$ cat config.mk
export PLATFORM = sky130hd
export DESIGN_NAME = wpmh_cmp
export DESIGN_NICKNAME = d
export VERILOG_FILES = /design/src/hw/rtl/wpmh_pkg.sv /design/src/hw/rtl/wpmh_cmp.sv
export SDC_FILE = /design/constraint.sdc
export NUM_CORES = 1
export LEC_CHECK = 0
export BUFFER_PORTS_ARGS = -buffer_cell sky130_fd_sc_hd__buf_2
export CAP_MARGIN = 20
export CELL_PAD_IN_SITES_DETAIL_PLACEMENT = 0
export CELL_PAD_IN_SITES_GLOBAL_PLACEMENT = 1
export CORE_MARGIN = 2
export CORE_UTILIZATION = 25
export DETAILED_ROUTE_END_ITERATION = 8
export PLACE_DENSITY_LB_ADDON = 0.1
export SLEW_MARGIN = 20
export SYNTH_ARGS = -nofsm -noshare
export SYNTH_HDL_FRONTEND = slang
export SYNTH_SLANG_ARGS = --single-unit
$ cat constraint.sdc
create_clock -name vclk -period 5.31
set_clock_uncertainty 0.05 [all_clocks]
set_input_delay 0.531 -clock vclk [all_inputs]
set_output_delay 0.531 -clock vclk [all_outputs]
set_load 0.02 [all_outputs]
$ cat src/hw/rtl/wpmh_pkg.sv
// ----------------------------------------------------------------------------
// wpmh_pkg
// shared types, codes and the priority function of the weighted max-heap
// ----------------------------------------------------------------------------
package wpmh_pkg;

  localparam int CAPACITY = 64;

  localparam int AGE_W   = 8;
  localparam int TAG_W   = 31;
  localparam int PRIO_W  = 9;
  localparam int COUNT_W = 7;

  localparam logic [PRIO_W-1:0] FLAG_WEIGHT = PRIO_W'(50);

  localparam logic OP_INSERT  = 1'b0;
  localparam logic OP_EXTRACT = 1'b1;

  localparam logic [1:0] ST_INSERTED  = 2'd0;
  localparam logic [1:0] ST_EXTRACTED = 2'd1;
  localparam logic [1:0] ST_FULL      = 2'd2;
  localparam logic [1:0] ST_EMPTY     = 2'd3;

  typedef struct packed {
    logic [AGE_W-1:0] age;
    logic [TAG_W-1:0] tag;
    logic             comorb;
    logic             risk;
  } rec_t;

  localparam int REC_W = $bits(rec_t);

  typedef struct packed {
    logic             operation;
    logic [AGE_W-1:0] age;
    logic [TAG_W-1:0] contact_tag;
    logic             has_comorbidity;
    logic             risk_area;
  } in_t;

  typedef struct packed {
    logic [1:0]         status;
    logic [AGE_W-1:0]   out_age;
    logic [TAG_W-1:0]   out_contact_tag;
    logic               out_comorbidity;
    logic               out_risk_area;
    logic [COUNT_W-1:0] entry_count;
  } out_t;

  // result of one pass through the shared compare unit
  typedef struct packed {
    logic pick_right;
    logic move_wins;
    rec_t child;
  } cmp_res_t;

  function automatic logic [PRIO_W-1:0] prio_of(input rec_t r);
    logic [PRIO_W-1:0] p;
    p = PRIO_W'(r.age);
    if (r.comorb) p = p + FLAG_WEIGHT;
    if (r.risk)   p = p + FLAG_WEIGHT;
    return p;
  endfunction

endpackage

$ cat src/hw/rtl/wpmh_cmp.sv
// ----------------------------------------------------------------------------
// wpmh_cmp
// shared priority compare unit: picks a child and tests the moving entry
// ----------------------------------------------------------------------------
module wpmh_cmp (
  input  wpmh_pkg::rec_t     mov,
  input  wpmh_pkg::rec_t     left,
  input  wpmh_pkg::rec_t     right,
  input  logic               right_ok,
  output wpmh_pkg::cmp_res_t res
);

  logic [wpmh_pkg::PRIO_W-1:0] p_mov;
  logic [wpmh_pkg::PRIO_W-1:0] p_left;
  logic [wpmh_pkg::PRIO_W-1:0] p_right;
  logic [wpmh_pkg::PRIO_W-1:0] p_child;

  always_comb begin
    p_mov   = wpmh_pkg::prio_of(mov);
    p_left  = wpmh_pkg::prio_of(left);
    p_right = wpmh_pkg::prio_of(right);
    // right child only when it exists and is strictly greater
    res.pick_right = right_ok && (p_right > p_left);
    res.child      = res.pick_right ? right : left;
    p_child        = res.pick_right ? p_right : p_left;
    res.move_wins  = p_mov > p_child;
  end

endmodule

Yosys cells after proc, flatten, opt, wreduce, memory -nomap -nowiden
Index checks and enable logic that the tools add are counted.

storage, ports and cells
  register bits after elaboration = 0
  bits of input ports = 124
  logic and storage cells = 17

cells by class
  $lt $le $gt $ge = 2
  multiplexer cells = 8
  reduce and logical (&&, ||, !) cells = 1
  add/sub/neg operators = 6

operators with widths
  operator               number
  $mux W9                7
  $mux W41               1
  $add A8 B6 Y9 const B  3
  $add A9 B6 Y9 const B  3
  $gt A9 B9 Y1           2
  $logic_and A1 B1 Y1    1

Logic depth before layout (Yosys ltp)
  depth after elaboration = 8
  depth in mapped cells = 24
  gate-level depth less buffers = 22

Worst setup path before layout
Ideal clock, no wire load.

  path kind = input to output
  start point = input right[34] (netlist name)
  end point = output res[41] (netlist name)
  data arrival time = 4.627 ns
  slack = 0.102 ns
  cell stages on the path = 21
  buffers on the path = 2
  path through = ha_1 -> nand2_1 -> a31oi_1 -> o41ai_4 -> a21oi_1 -> a311o_1 -> ha_1 -> a211oi_1 -> o21ai_1 -> o311ai_1 -> buf_4 -> buf_4 -> inv_1 -> a21oi_1 -> ha_1 -> nor2b_1 -> o21a_1 -> o21ai_0 -> a21oi_1 -> o31a_1 -> o31a_1

RTL lines
  element          RTL line        RTL
  start, declared  wpmh_cmp.sv:8   input wpmh_pkg::rec_t right,
  end, declared    wpmh_cmp.sv:10  output wpmh_pkg::cmp_res_t res

==> results.toml <==
[route]
drc = 0
viasPerCell = 4.53
first_iter_violations = 43
ant_nets = 0
wire_per_inst_um = 12.5
postRouteWirelength_mm = 6.42
firstDrtPassIters = 4
vias = 2321

[layout]
drive_above_1_share = 0.587
num-fill-cells = 857
seq_cell_count = 0
regArea_um2 = 0
syn2layout_area_growth_pct = 55.6
final_nets = 557
multiInputGateArea_um2 = 2120
clkbuf_count = 0
num_antenna_cells = 0
utilization = 0.394

[yosys]
syn_inst = 257
yosys.area.top_type_share = 0.214
synth_top_cell_by_area = "mux2_2"
synth_cell_types = 52
avgSynthCellArea_um2 = 7.98
synth_warnings = 0
synth_area_um2 = 2050
yosysSeqAreaShare = 0
synth_area_leaders = "mux2_2 21%, ha_1 15%, xnor2_1 9.4%"
synthesis.nets = 405

[sta]
hold_viol_final = 0
worstMarginPinSlew_ns = 0.502
max_clock_freq_mhz = 195
slew_headroom = 0.662
setup_violations = 0
min_period_ns = 5.13
fin_crit_sh = 0.966
setup_slack_ns = 0.182
drv_slew = 0

[die]
io_pins = 167
row_count = 33
die_area_um2 = 8940
initial_utilization = 0.253
die_w_um = 94.6
die_h_um = 94.6
core_area_um2 = 8090

[power_and_ir_drop]
pwr_density_cell_nw_per_um2 = 203
p_leak_uw = 0.00154
ir_drop_mv = 0.0914

[global_route]
grt_first_pass_wirelength_mm = 9.47
grt_util_met2 = 0.217
grt_pass1_vias = 2023
grtUsageMet1 = 0.185
grt_overflow = 0
grt.busiest_layer = "met2"
grt_antenna_before_repair = 0
grt_usage = 0.127
grt_max_degree = 36
grt_use_met3 = 0.00878

[placed_design]
dpl.hpwl_mm = 5.53
port_buffers = 136
gp_congestion = 0.748
place_ws_ns = -0.126

[setup_path]
worstSetupStartpointType = "primary input"
end_kind = "output port"
worst-setup-path-type = "primary input to output port"
cp_max_fo = 12
arrival_ns = 4.55
crit_required_ns = 4.73

[run_status]
status = "complete, no violations"

[job]
cap_violations = 0

[clock_network]
cts_hold_buffers = 0

[worst_hold_path]
hold_path_class = "primary input to output port"
[cell usage after synthesis (all sizes together) (5+ instances only)]
cell	number
a21oi	12
buf	9
ha	24
inv	16
mux2	39
nand2	25
nand2b	5
nand3	8
nor2b	10
o21ai	11
xnor2	22
xor2	14
[cell families after synthesis]
family          synth area share
compound gates             0.220
xor+xnor                   0.154
fa+ha+maj                  0.146
buf+inv                   0.0659
mux                        0.234
simple gates               0.180
[placed cells by master (no fill, tap or decap), types with 3 or more instances in the layout]
cell type	n
buf_2	133
mux2_2	39
buf_4	26
nand2_1	23
ha_1	22
inv_1	16
xnor2_1	16
xor2_1	13
nor2b_1	10
a21oi_1	9
nand3_1	7
xnor2_2	6
o21ai_0	6
nor2_1	4
o21a_1	4
mux2i_1	4
nand2b_1	3
nor3b_1	3
or2_2	3
nand4_1	3
o31ai_1	3
a21oi_2	3
o21ai_1	3
[final timing paths]
path,start,endpoint,slack (ns),depth (start not counted)
max,right[35],res[41],0.18,24
min,right[20],res[20],1.36,3
[layout make-up]
type,count,area share
inverter,16,0.0188
timing repair buffer,161,0.277
tap,105,0.0412
multi-input combinational,230,0.663
[power by group]
group | switching, uW | internal (uW)
registers | 0 | 0
clock network | 0 | 0
logic | 341 | 306
[what timing repair did]
| action | 4_1_cts | 5_1_grt |
|---|---|---|
| buffers inserted | 1 | 2 |
| setup endpoints to repair | 1 | 1 |
| resized for setup | 3 | 35 |
| pin swaps | 2 | 14 |
| cloned | 0 | 0 |
[metrics by stage]
step	area [um2]	std cells	hold WS (ns)	power, uW	TNS [ns]
after floorplan	2050	257	1.20	414	0
after global placement	2970	509	1.35	601	-0.0940
after detailed placement	2970	509	1.36	604	-0.126
after CTS	2990	510	1.36	616	0
after global routing	3190	512	1.36	713	-0.0294
final	3190	512	1.36	647	0
[critical path, stage by stage]
cell	delay, ns
buf_4	0.10
ha_4	0.16
nand2_2	0.07
nor3b_1	0.14
buf_4	0.14
o41ai_4	0.33
a21oi_1	0.08
a311o_1	0.39
ha_4	0.30
buf_4	0.10
o21a_1	0.10
o21ai_1	0.06
nor2_1	0.19
o311ai_4	0.15
buf_6	0.18
o21ai_0	0.26
ha_1	0.21
nor2b_1	0.04
o21a_1	0.16
o21ai_1	0.14
a21oi_1	0.08
o31a_1	0.24
o31a_1	0.24
buf_4	0.16
[metal layers]
layer,wire length (um),vias to the layer above
li1,-,1240
met1,3090,1017
met2,2980,64
met3,351,0
met4,0,0
met5,0,-
(Power assumes the default switching activity.)
